### src/hw/rtl/cbc_pkg.sv
// Shared types, codes and helpers for the cartridge bank controller.
package cbc_pkg;

   localparam int RAM_OFF_W  = 13;
   localparam int RAM_BYTES  = 8192;
   localparam int ROM_OFF_W  = 14;
   localparam int ROM_ADDR_W = 23;
   localparam int PADDR_W    = 5;

   localparam logic [1:0] VER_ROM_ONLY = 2'd0;
   localparam logic [1:0] VER_BANKED   = 2'd1;
   localparam logic [1:0] VER_CLOCK    = 2'd2;
   localparam logic [1:0] VER_WIDE     = 2'd3;

   localparam logic [1:0] SRC_NONE  = 2'd0;
   localparam logic [1:0] SRC_ROM   = 2'd1;
   localparam logic [1:0] SRC_RAM   = 2'd2;
   localparam logic [1:0] SRC_CLOCK = 2'd3;

   localparam logic [2:0] REG_VERSION  = 3'd0;
   localparam logic [2:0] REG_HAS_RAM  = 3'd1;
   localparam logic [2:0] REG_HAS_CLK  = 3'd2;
   localparam logic [2:0] REG_ROM_CNT  = 3'd3;
   localparam logic [2:0] REG_MODE_OK  = 3'd4;

   localparam logic [2:0] CLK_SEC  = 3'd0;
   localparam logic [2:0] CLK_MIN  = 3'd1;
   localparam logic [2:0] CLK_HR   = 3'd2;
   localparam logic [2:0] CLK_DAYL = 3'd3;
   localparam logic [2:0] CLK_DAYH = 3'd4;

   typedef enum logic [2:0] {
      OP_NONE, OP_ENABLE, OP_ROM_BANK, OP_RAM_BANK,
      OP_MODE, OP_RAM_WRITE, OP_ROM_READ, OP_RAM_READ
   } op_type;

   typedef struct packed {
      op_type      op;
      logic [15:0] addr;
      logic [7:0]  data;
      logic [31:0] elapsed;
   } entry_type;

   typedef struct packed {
      logic [1:0] version;
      logic       has_ram;
      logic       has_clock;
      logic [9:0] rom_count;
      logic       mode_ok;
   } cfg_type;

   typedef struct packed {
      logic       done;
      logic [5:0] sec;
      logic [5:0] min;
      logic [4:0] hr;
      logic [8:0] day;
      logic       ovf;
   } clk_upd_type;

   // bank >= count becomes count - 1; a count of zero acts as one
   function automatic logic [8:0] clamp_bank(input logic [8:0] b, input logic [9:0] cnt);
      logic [9:0] c1;
      c1 = (cnt == 10'd0) ? 10'd1 : cnt;
      if ({1'b0, b} >= c1) return 9'(c1 - 10'd1);
      return b;
   endfunction

endpackage

### src/hw/rtl/cbc_front.sv
// Front end: classifies bus words and queues them for the back end.
module cbc_front (
   input  logic                clock,
   input  logic                reset,
   input  logic                req_valid,
   output logic                req_stall,
   input  logic                req_mode,
   input  logic [15:0]         req_bus_address,
   input  logic [7:0]          req_write_data,
   input  logic [31:0]         req_elapsed_seconds,
   output logic                q_valid,
   output cbc_pkg::entry_type  q_entry,
   input  logic                q_pop
);
   import cbc_pkg::*;

   entry_type  slot_ff [2];
   logic       wr_ptr_ff, rd_ptr_ff;
   logic [1:0] count_ff;
   entry_type  cls;
   logic       push;

   always_comb begin
      cls.addr    = req_bus_address;
      cls.data    = req_write_data;
      cls.elapsed = req_elapsed_seconds;
      cls.op      = OP_NONE;
      if (req_mode) begin
         case (req_bus_address[15:12]) inside
            [4'h0:4'h1]: cls.op = OP_ENABLE;
            [4'h2:4'h3]: cls.op = OP_ROM_BANK;
            [4'h4:4'h5]: cls.op = OP_RAM_BANK;
            [4'h6:4'h7]: cls.op = OP_MODE;
            [4'hA:4'hB]: cls.op = OP_RAM_WRITE;
            default:     cls.op = OP_NONE;
         endcase
      end else begin
         case (req_bus_address[15:12]) inside
            [4'h4:4'h7]: cls.op = OP_ROM_READ;
            [4'hA:4'hB]: cls.op = OP_RAM_READ;
            default:     cls.op = OP_NONE;
         endcase
      end
   end

   assign req_stall = (count_ff == 2'd2);
   assign push      = req_valid && !req_stall;
   assign q_valid   = (count_ff != 2'd0);
   assign q_entry   = slot_ff[rd_ptr_ff];

   always_ff @(posedge clock) begin
      if (push) slot_ff[wr_ptr_ff] <= cls;
   end

   always_ff @(posedge clock) begin
      if (reset) begin
         wr_ptr_ff <= 1'b0;
         rd_ptr_ff <= 1'b0;
         count_ff  <= 2'd0;
      end else begin
         if (push)  wr_ptr_ff <= !wr_ptr_ff;
         if (q_pop) rd_ptr_ff <= !rd_ptr_ff;
         count_ff <= count_ff + 2'(push) - 2'(q_pop);
      end
   end

endmodule

### config.mk
export PLATFORM = sky130hd
export DESIGN_NAME = cbc_front
export DESIGN_NICKNAME = d
export VERILOG_FILES = /design/src/hw/rtl/cbc_pkg.sv /design/src/hw/rtl/cbc_front.sv
export SDC_FILE = /design/constraint.sdc
export NUM_CORES = 1
export LEC_CHECK = 0
export BUFFER_PORTS_ARGS = -buffer_cell sky130_fd_sc_hd__buf_2
export CELL_PAD_IN_SITES_DETAIL_PLACEMENT = 1
export CELL_PAD_IN_SITES_GLOBAL_PLACEMENT = 2
export CORE_UTILIZATION = 34
export DETAILED_ROUTE_END_ITERATION = 8
export PLACE_DENSITY_LB_ADDON = 0.08
export REMOVE_ABC_BUFFERS = 1
export SETUP_SLACK_MARGIN = 0.1
export SLEW_MARGIN = 10
export SYNTH_ARGS = -nofsm -noshare
export SYNTH_HDL_FRONTEND = slang
export SYNTH_SLANG_ARGS = --single-unit
export TNS_END_PERCENT = 30
### constraint.sdc
create_clock -name clock -period 2.35 [get_ports clock]
set_clock_uncertainty 0.05 [all_clocks]
set_input_delay 0.1175 -clock clock [delete_from_list [all_inputs] [get_ports clock]]
set_output_delay 0.1175 -clock clock [all_outputs]
set_load 0.02 [all_outputs]
### After elaboration in Yosys (flattened, before gate mapping)

Memory sizes are Yosys's and may differ from the RTL's. A register that Yosys moved wholly into a read port is not among the register bits.
Cells that the tools add are included.

* bits in writable memories: 118
* logic and storage cells: 40
* memories kept: 1
* bits of input ports: 61
* output and inout port bits: 61
* register bits after elaboration: 4

Memory list
* slot_ff: words 2, bits a word 59, rd ports 1, clocked after Yosys merged registers in 1, write ports 1, line cbc_front.sv:17 `entry_type slot_ff [2];`

* add/sub/neg operators: 2
* reduce and logical (&&, ||, !) cells: 11
* equal/unequal tests: 1
* magnitude comparators: 10
* multiplexer cells: 12

Operator list (number)
* $mux W3: 8
* $ge A4 B3 Y1 const B: 2
* $le A4 B3 Y1 const B: 2
* $logic_and A1 B1 Y1: 7
* $ge A4 B1 Y1 const B: 1
* $ge A4 B2 Y1 const B: 1
* $ge A4 B4 Y1 const B: 1
* $le A4 B1 Y1 const B: 1
* $le A4 B2 Y1 const B: 1
* $le A4 B4 Y1 const B: 1
* $mux W1: 4
* $logic_not A1 Y1: 3
* $add A2 B1 Y2: 1
* $eq A2 B2 Y1 const B: 1
* $reduce_bool A2 Y1: 1
* $sub A2 B1 Y2: 1

### Longest topological paths before layout

Gate-level depths: netlist of run 1.

* word-level depth: 8
* mapped depth: 8
* gate-level depth less buffers: 8

### Least setup slack after synthesis of run 1

OpenSTA, ideal clock, no wires.

* path type: register to register
* start point: register count_ff[0]
* end point: memory slot_ff[0][0] (netlist bit), enable pin
* slack: -0.167 ns
* clock period less this slack: 2.517 ns
* stages on the path, launching flop included: 5
* library setup time: 0.413 ns
* path buffers: 0
* arrival: 2.054 ns
* cells stage by stage: dfxtp_1 > nand2b_2 > inv_1 > or3_1 > inv_1

* word-level cells in the longest chain between the ends: 5

Ends and longest elaborated chain
* from (decl): line cbc_front.sv:19 `logic [1:0] count_ff;`
* from (signal assigned): line cbc_front.sv:63 `count_ff <= count_ff + 2'(push) - 2'(q_pop);`
* $eq A2 B2 Y1: line cbc_front.sv:46 `assign req_stall = (count_ff == 2'd2);`
* named net req_stall: line cbc_front.sv:6 `output logic req_stall,`
* $logic_not A1 Y1: line cbc_front.sv:47 `assign push = req_valid && !req_stall;`
* $logic_and A1 B1 Y1: line cbc_front.sv:47
* $mux W1: line cbc_front.sv:52 `if (push) slot_ff[wr_ptr_ff] <= cls;`
* $mux W1 (not written as such): line cbc_front.sv:52
* to (decl): line cbc_front.sv:17

The timed path passes the listed nets, and every way through them passes these cells.

==> metrics, run 1 <==
synthesized instance count=218; Setup violations, final=0; type of the worst setup path=reg -> out; DRT Pass-1 Iters=4; final cell count without fillers=602; Congestion Overflow GR=0; filler instances=1303; TritonCTS clock tree=yes; outcome=finished, final reports clean; initial antenna violation count=0; Longest Clk Path Bufs=2; Synth cell types=25; Critical R2R Capture=slot_ff[0][58]; DP Worst Slack=0.675 ns; Iter 0 DRT Violations=92; critical path peak fanout=21; Syn. warnings=0; FMAX=532 MHz; number of inserted diodes=0; Worst-Skew Late Latency=0.41 ns; routed via count=2650; Worst-path clk slew=0.05 ns; Mapped Area=4580 µm²; WL per Instance=15.1 µm; Req. time, crit path=2.18 ns; unrepaired setup endpoints after global routing=false; Antenna Nets Post-Route=0; clk sinks=123; chip width=118 µm; met3 GRT Util=0.0581; die height=118 µm; io pins=122; ratio of cells with drive above 1 in the final layout=0.488; Initial Util=0.347; dpl hpwl=5.58 mm; reg2reg setup slack=0.66 ns; crit path time final=1.88 ns; Core ar.=13200 µm²; top cells by area, synth=edfxtp_1 (77%), mux2_2 (12%), mux2_4 (3.3%); nets=478; Final Wtd Congestion=0.669; first-pass GRT wire length=14.4 mm; PostCTS Resize Cnt=0; port buffer count=121; total of max-cap violations=0; most frequent cells after synthesis=edfxtp_1 (118), mux2_2 (49), mux2_4 (10), dfxtp_1 (5); drt via density=4.40; Clock Tree Root=clkbuf_16; H-tree depth=4; crit path capture=q_entry[58]; pin count of the biggest net entering global routing=60; Layout area overhead=41.5%; total power=5.77 mW; Post-Route WL=9.07 mm; Die Area=13900 µm²; final worst setup slack=0.469 ns; critical path arrival=1.71 ns; CP Launch Type=register; leakage power=2.49 nW; hold-fix buffers at CTS=59; GRT met1 Usage=0.155; largest area contributor in the netlist=edfxtp_1; RR Startpoint=count_ff[0]; PD cells=890 nW/µm²; R2R depth=5; Slew headroom=0.698; worst ir drop on vdd=0.394 mV; period utilization=0.800; row count=42; Seq cells post-synth=123; Num CTS Buffers=17; HP Class=in -> reg; vias in the first global route=2791; GR peak layer=met2; Post-synth EDFFs=118; Synth Flop Type=edfxtp_1; Placed Cells=513; GR Layer Usage met2=0.236; sequential area share after synthesis=0.796; Mean Syn Cell Area=21.0 µm²; worst slew pin tran=0.453 ns; Residual DRC=0; fin. max-slew vios=0; most common cell in the netlist=edfxtp_1; total track usage=0.142; CP Capture Type=primary output; Final Hold Viols=0; setup bufs post-CTS=0; Synth top area share=0.774; Synth async-reset ratio=0
final cells by class:
cell class                 count  area [µm²]  area share
sequential                   123        3650       0.563
timing repair buffer         185        1260       0.194
multi-input combinational     84         865       0.133
clock buffer                  23         448      0.0691
tap                          176         220      0.0340
clock inverter                 7        27.5     0.00425
inverter                       4        15.0     0.00232
kinds of logic after synthesis:
kind of cell,count (synthesis),share of synthesized area
compound gates,4,0.00464
buf+inv,11,0.0158
mux,59,0.153
simple gates,16,0.0194
fa+ha+maj,2,0.00546
flops,123,0.796
xor+xnor,3,0.00574
worst min-delay path by stage:
stage	cells after the start	slack, ns	from	to
3_3_place_gp	1	0.26	req_elapsed_seconds[27]	slot_ff[0][27]
6_report	4	0.07	req_valid	wr_ptr_ff
3_5_place_dp	1	0.26	req_elapsed_seconds[25]	slot_ff[1][25]
5_1_grt	4	0.11	req_valid	wr_ptr_ff
4_1_cts	4	0.05	req_valid	wr_ptr_ff
2_1_floorplan	1	0.14	reset	wr_ptr_ff
flip-flops by register name (all words and copies together) (netlist names), named ones only:
name       count
count_ff       2
rd_ptr_ff      1
slot_ff      118
wr_ptr_ff      1
critical path, cell delays in order, from the launching register on:
cell and delay, ns:
dfxtp_4 0.41, buf_4 0.33, mux2_2 0.39, buf_2 0.16
metrics by stage:
| stage | util | TNS (ns) | area (µm²) | hold WS [ns] |
|---|---|---|---|---|
| finish | 0.491 | 0 | 6480 | 0.0748 |
| global route | 0.491 | 0 | 6480 | 0.108 |
| CTS | 0.491 | 0 | 6480 | 0.0489 |
| detailed placement | 0.411 | 0 | 5420 | 0.260 |
| global placement | 0.411 | 0 | 5420 | 0.257 |
| floorplan | - | -10.57 | 4520 | 0.137 |
routing by layer:
layer  up-vias  part of all wire
met5         -                 0
met4         0             0.022
met3        18             0.059
met2        80              0.51
met1      1311              0.41
li1       1241                 -
power by group:
| part | leakage, nW | internal (mW) | switching, mW |
|---|---|---|---|
| Clock | 0.230 | 1.30 | 0.819 |
| Sequential | 1.14 | 2.66 | 0.0511 |
| Combinational | 1.12 | 0.409 | 0.534 |
cell usage in the layout (no fill, tap or decap), types with 2 or more instances in the layout:
cell           Yosys  layout
buf_12             0       2
buf_2              4     121
buf_4              0       3
clkbuf_1           0       6
clkbuf_16          0      17
clkinv_1           0       6
dfxtp_1            5       4
dlygate4sd3_1      0      59
edfxtp_1         118     118
ha_1               2       2
inv_1              4       3
mux2_2            49      49
mux2_4            10      10
nand2_1            3       3
nand3b_1           2       2
nor2_1             3       3
o21ai_0            2       2
xor2_1             2       2
(Power assumes the default switching activity.)
==> run 2, diff against run 1 <==
==> constraint.sdc (replaced) <==
create_clock -name clock -period 1.7 [get_ports clock]
set_clock_uncertainty 0.05 [all_clocks]
set_input_delay 0.085 -clock clock [delete_from_list [all_inputs] [get_ports clock]]
set_output_delay 0.085 -clock clock [all_outputs]
set_load 0.02 [all_outputs]
==> run 2 against run 1 <==
Power increased by 48%. Clock power is 40% higher. Non-clock buffer count is 13 higher. Flip-flop and latch count did not move. Design area up 11%. Largest power group unchanged. Via count up 2.3%. Critical path depth is 1 higher. Sequential share of layout area down 5.4 points. Combinational power grew 92%. Die area is the same. Global-route usage is 0.78 points higher.
==> metrics, run 2 (same netlist as run 1, synthesis figures left out) <==
Initial Util=0.347; P_int=6.44 mW; CP Capture Type=primary output; Antenna Nets Post-Route=0; nets=491; Iter 0 DRT Violations=101; Worst-Skew Late Latency=0.40 ns; routed via count=2711; TritonCTS clock tree=yes; Worst-path clk slew=0.05 ns; critical path arrival=1.54 ns; Clk pwr share=0.347; CP Launch Type=register; Slew headroom=0.790; RR Startpoint=count_ff[0]; total track usage=0.150; chip width=118 µm; unrepaired setup endpoints after global routing=true; Seq pwr share=0.441; Die Area=13900 µm²; worst ir drop on vdd=0.606 mV; Comb pwr share=0.212; DR WL met3=433 µm; type of the worst setup path=reg -> out; row count=42; FMAX=595 MHz; max reg flops=118; Final Hold Viols=0; worst slew pin tran=0.315 ns; drt via density=4.41; Hold Path Sink=wr_ptr_ff; initial antenna violation count=0; Post-Route WL=10.6 mm; dpl hpwl=5.96 mm; critical path peak fanout=7; first-pass GRT wire length=15.3 mm; Congestion Overflow GR=0; port buffer count=121; Hold Slack=0.0587 ns; Most flops, register=slot_ff; Worst Hold Depth=4; vias in the first global route=2845; Critical R2R Capture=count_ff[1]; metal2 WL=5.67 mm; Longest Clk Path Bufs=2; Residual DRC=0; Layout area overhead=56.8%; DRT Pass-1 Iters=4; Num CTS Buffers=17; Top Registers=slot_ff (118), count_ff (2); Setup violations, final=0; R2R depth=8; WL per Instance=17.2 µm; Crit-path slowest cell=dfxtp_4; critical path depth=4; leakage power=2.83 nW; Req. time, crit path=1.56 ns; pin count of the biggest net entering global routing=51; io pins=122; Sw Ratio=0.244; Sw Pwr=2.08 mW; fin. max-slew vios=0; CP peak stage delay=0.36 ns; ordered cell list for the critical path=buf_12 -> clkbuf_16 -> mux2_4 -> buf_6; outcome=finished, final reports clean; WL met1=4.35 mm; Final Wtd Congestion=0.681; Core ar.=13200 µm²; leading cell types in the layout, fill and taps excluded=edfxtp_1 (118), buf_2 (74), dlygate4sd3_1 (60), buf_6 (45), mux2_4 (42); commonest non-fill, non-tap cell in the layout=edfxtp_1; Top delay family on crit path=buffers and inverters; H-tree depth=4; ratio of cells with drive above 1 in the final layout=0.519; PD cells=1190 nW/µm²; crit path buf inv count=3; die height=118 µm; clk sinks=123; post-route setup TNS=0 ns; reg2reg setup slack=0.13 ns; number of inserted diodes=0; Max Used Layer=met4; Clock Tree Root=clkbuf_16; period utilization=0.988; min-delay src=req_valid; HP Class=in -> reg; crit path time final=1.68 ns; total of max-cap violations=0
run 2: per-layer routing:
metal / up-vias / global-route usage
met5: - / 0
li1: 1269 / -
met2: 72 / 0.250
met4: 0 / 0.0697
met1: 1359 / 0.174
met3: 11 / 0.0480
run 2: worst max-delay path by stage:
stage / start / end / slack [ns]
after floorplan: count_ff[0] / slot_ff[0][0] / -0.82
after global placement: count_ff[0] / slot_ff[0][19] / 0.14
after detailed placement: count_ff[0] / slot_ff[0][19] / 0.12
after CTS: register / q_entry[43] / -0.06
after global routing: register / q_entry[47] / -0.03
final: register / q_entry[53] / 0.02
run 2: power groups by stage:
| stage | Sequential (mW) | Clock (mW) | Combinational, mW |
|---|---|---|---|
| 3_3_place_gp | 3.79 | 0 | 1.26 |
| 3_5_place_dp | 3.81 | 0 | 1.27 |
| 2_1_floorplan | 3.83 | 0 | 0.736 |
| 4_1_cts | 3.75 | 3.03 | 1.53 |
| 6_report | 3.75 | 2.96 | 1.81 |
| 5_1_grt | 3.78 | 3.16 | 1.92 |
run 2: cell type report:
cell class | instances | area [µm²]
tap | 176 | 220
inverter | 4 | 17.5
clock buffer | 25 | 455
timing repair buffer | 198 | 1790
sequential | 123 | 3650
clock inverter | 5 | 22.5
fill | 1238 | 6010
multi-input combinational | 84 | 1020
run 2: tightest hold or removal path: cells and delay by family:
| kind | cells | cell delay [ns] |
|---|---|---|
| and+or+nand+nor | 1 | 0.14 |
| buffers and inverters | 2 | 0.18 |
| AOI/OAI and AO/OA | 1 | 0.05 |
run 2: stage by stage:
stage / setup WS, ns / cells / utilization / total power, mW / instance area (µm²)
after floorplan: -0.817 / 211 / - / 4.56 / 4520
after global placement: 0.143 / 516 / 0.416 / 5.06 / 5490
after detailed placement: 0.122 / 516 / 0.416 / 5.08 / 5490
after CTS: -0.0579 / 607 / 0.512 / 8.31 / 6750
after global routing: -0.0320 / 615 / 0.544 / 8.87 / 7180
final: 0.0207 / 615 / 0.544 / 8.52 / 7180
run 2: timing repair:
item,4_1_cts,5_1_grt
hold endpoints to repair,119,0
pin swaps,0,3
hold buffers,60,0
gates cloned,0,5
gates resized for setup,56,82
endpoints found under the setup margin,51,117
setup buffers,1,3
==> run 3, diff against run 2 <==
--- a/config.mk
+++ b/config.mk
@@ -5,6 +5,7 @@
 export SDC_FILE = /design/constraint.sdc
 export NUM_CORES = 1
 export LEC_CHECK = 0
+export ABC_AREA = 1
 export BUFFER_PORTS_ARGS = -buffer_cell sky130_fd_sc_hd__buf_2
 export CELL_PAD_IN_SITES_DETAIL_PLACEMENT = 1
 export CELL_PAD_IN_SITES_GLOBAL_PLACEMENT = 2
==> run 3 against run 2 <==
The run now ends with negative setup slack left. Clock power grew 8.4%. Count of clock-buffer cells in the layout grew 6. Area after synthesis grew 0.71%. Critical path depth shrank 1. Die area grew 0.70%. Core utilization shrank 0.59 points. Combinational power shrank 12%. Critical endpoint is now q_entry[0]. Largest power group unchanged.
==> metrics, run 3 <==
outcome=finished with violations; failing checks=negative setup slack; largest area contributor in the netlist=edfxtp_1; nets=503; Post-Route WL=9.84 mm; area of the multi-input gates=1000 µm²; CP Capture Type=primary output; total track usage=0.148; Slew headroom=0.822; sequential area share after synthesis=0.790; fin. max-slew vios=0; total of max-cap violations=0; chip width=118 µm; top cells by area, synth=edfxtp_1 (77%), mux2_2 (12%), mux2_4 (3.3%); DP Worst Slack=0.0860 ns; initial antenna violation count=0; Hold Slack=0.351 ns; clk sinks=123; Post-synth EDFFs=118; first-pass GRT wire length=15.2 mm; type of the worst setup path=reg -> out; Core ar.=13200 µm²; TritonCTS clock tree=yes; most frequent cells after synthesis=edfxtp_1 (118), mux2_2 (49), nand2_1 (14), inv_1 (11), mux2_4 (10); DRT Pass-1 Iters=4; Worst-path clk slew=0.05 ns; Syn. warnings=0; worst ir drop on vdd=0.556 mV; fin area=7130 µm²; period utilization=1.00; most common cell in the netlist=edfxtp_1; RR Startpoint=count_ff[0]; io pins=122; dpl hpwl=5.62 mm; PD cells=1190 nW/µm²; min-delay src=req_write_data[3]; Mean Syn Cell Area=19.8 µm²; leakage power=2.84 nW; Final Hold Viols=0; Top Registers=slot_ff (118), count_ff (2); post-route setup TNS=-0.000278 ns; Layout area overhead=54.6%; unrepaired setup endpoints after global routing=true; Setup violations, final=1; flip-flop and latch area=3650 µm²; filler instances=1290; R2R depth=10; ratio of cells with drive above 1 in the final layout=0.490; critical path arrival=1.57 ns; die height=118 µm; final worst setup slack=-0.000278 ns; Num CTS Buffers=17; placed cell areas=5500 µm²; Worst Hold Depth=2; Req. time, crit path=1.56 ns; port buffer count=121; H-tree depth=4; leading cell types in the layout, fill and taps excluded=edfxtp_1 (118), buf_2 (84), dlygate4sd3_1 (61), mux2_4 (40), buf_6 (38); Clock Tree Root=clkbuf_16; number of inserted diodes=0; critical path peak fanout=12; vias in the first global route=2968; Critical R2R Capture=count_ff[1]; Synth Flop Type=edfxtp_1; row count=42; Iter 0 DRT Violations=90; commonest non-fill, non-tap cell in the layout=edfxtp_1; Most flops, register=slot_ff; Synth cell types=17; pin count of the biggest net entering global routing=44; Seq cells post-synth=123; Hold Path Sink=slot_ff[1][35]; Die Area=14000 µm²; Mapped Area=4610 µm²; drt via density=4.34; Congestion Overflow GR=0; worst slew pin tran=0.265 ns; CP Launch Type=register; reg2reg setup slack=0.20 ns; Synth top area share=0.768; Final Wtd Congestion=0.708; max reg flops=118; FMAX=588 MHz; Longest Clk Path Bufs=2; Synth async-reset ratio=0; HP Class=in -> reg; Antenna Nets Post-Route=0; Worst-Skew Late Latency=0.40 ns; Residual DRC=0; crit path time final=1.70 ns; synthesized instance count=233; Initial Util=0.348; WL per Instance=15.6 µm; routed via count=2733
## run 3: area by class of cell
cell class | count | area share
clock buffer | 31 | 0.0740
clock inverter | 1 | 0.000702
inverter | 11 | 0.00579
multi-input combinational | 92 | 0.140
sequential | 123 | 0.512
tap | 176 | 0.0309
timing repair buffer | 195 | 0.237
## run 3: how the worst max path moves through the flow
| stage | startpoint | to | slack, ns |
|---|---|---|---|
| final | register | q_entry[0] | -0.0003 |
| after global routing | register | q_entry[44] | -0.06 |
| after CTS | register | q_entry[24] | -0.04 |
| after detailed placement | count_ff[0] | count_ff[1] | 0.09 |
| after global placement | count_ff[0] | count_ff[1] | 0.14 |
| after floorplan | count_ff[0] | slot_ff[0][0] | -1.83 |
## run 3: kinds of logic (layout without fill, tap and decap cells)
kind of cell	after synthesis	count (layout)	share of synthesized area
buffers and inverters	18	238	0.0214
AO/OA/AOI/OAI	4	4	0.00543
flip-flops	123	123	0.790
AND/OR/NAND/NOR	26	26	0.0236
XOR/XNOR	1	1	0.00190
multiplexers	59	59	0.152
adder cells (fa/ha/maj)	2	2	0.00543
## run 3: where the power goes
group	total (mW)	internal, mW	leakage, nW	switching (mW)
combinational	1.59	0.814	1.44	0.778
clock	3.21	2.06	0.260	1.16
sequential	3.71	3.64	1.14	0.0714
total	8.51	6.51	2.84	2.01
## run 3: critical path, cell delays in order (launching register included)
cell       delay (ns)
dfxtp_4          0.44
clkbuf_16        0.22
mux2_2           0.34
buf_2            0.16
## run 3: timing repair
action	CTS	global route
gates resized for setup	66	48
hold buffers	61	0
endpoints found under the hold margin	119	0
pin swaps	0	2
gates cloned	3	1
buffers inserted	1	0
setup endpoints to repair	60	60
## run 3: through the flow
stage / instances / util / power (mW)
finish: 629 / 0.539 / 8.51
global route: 629 / 0.539 / 8.83
global placement: 531 / 0.415 / 4.92
CTS: 628 / 0.525 / 8.50
detailed placement: 531 / 0.415 / 4.94
floorplan: 226 / - / 4.48
## run 3: metal layers
layer	vias to the layer above	global-route usage	part of all wire
met4	0	0.0688	0.015
met2	88	0.237	0.49
met1	1327	0.178	0.44
met5	-	0	0
li1	1306	-	-
met3	12	0.0550	0.056
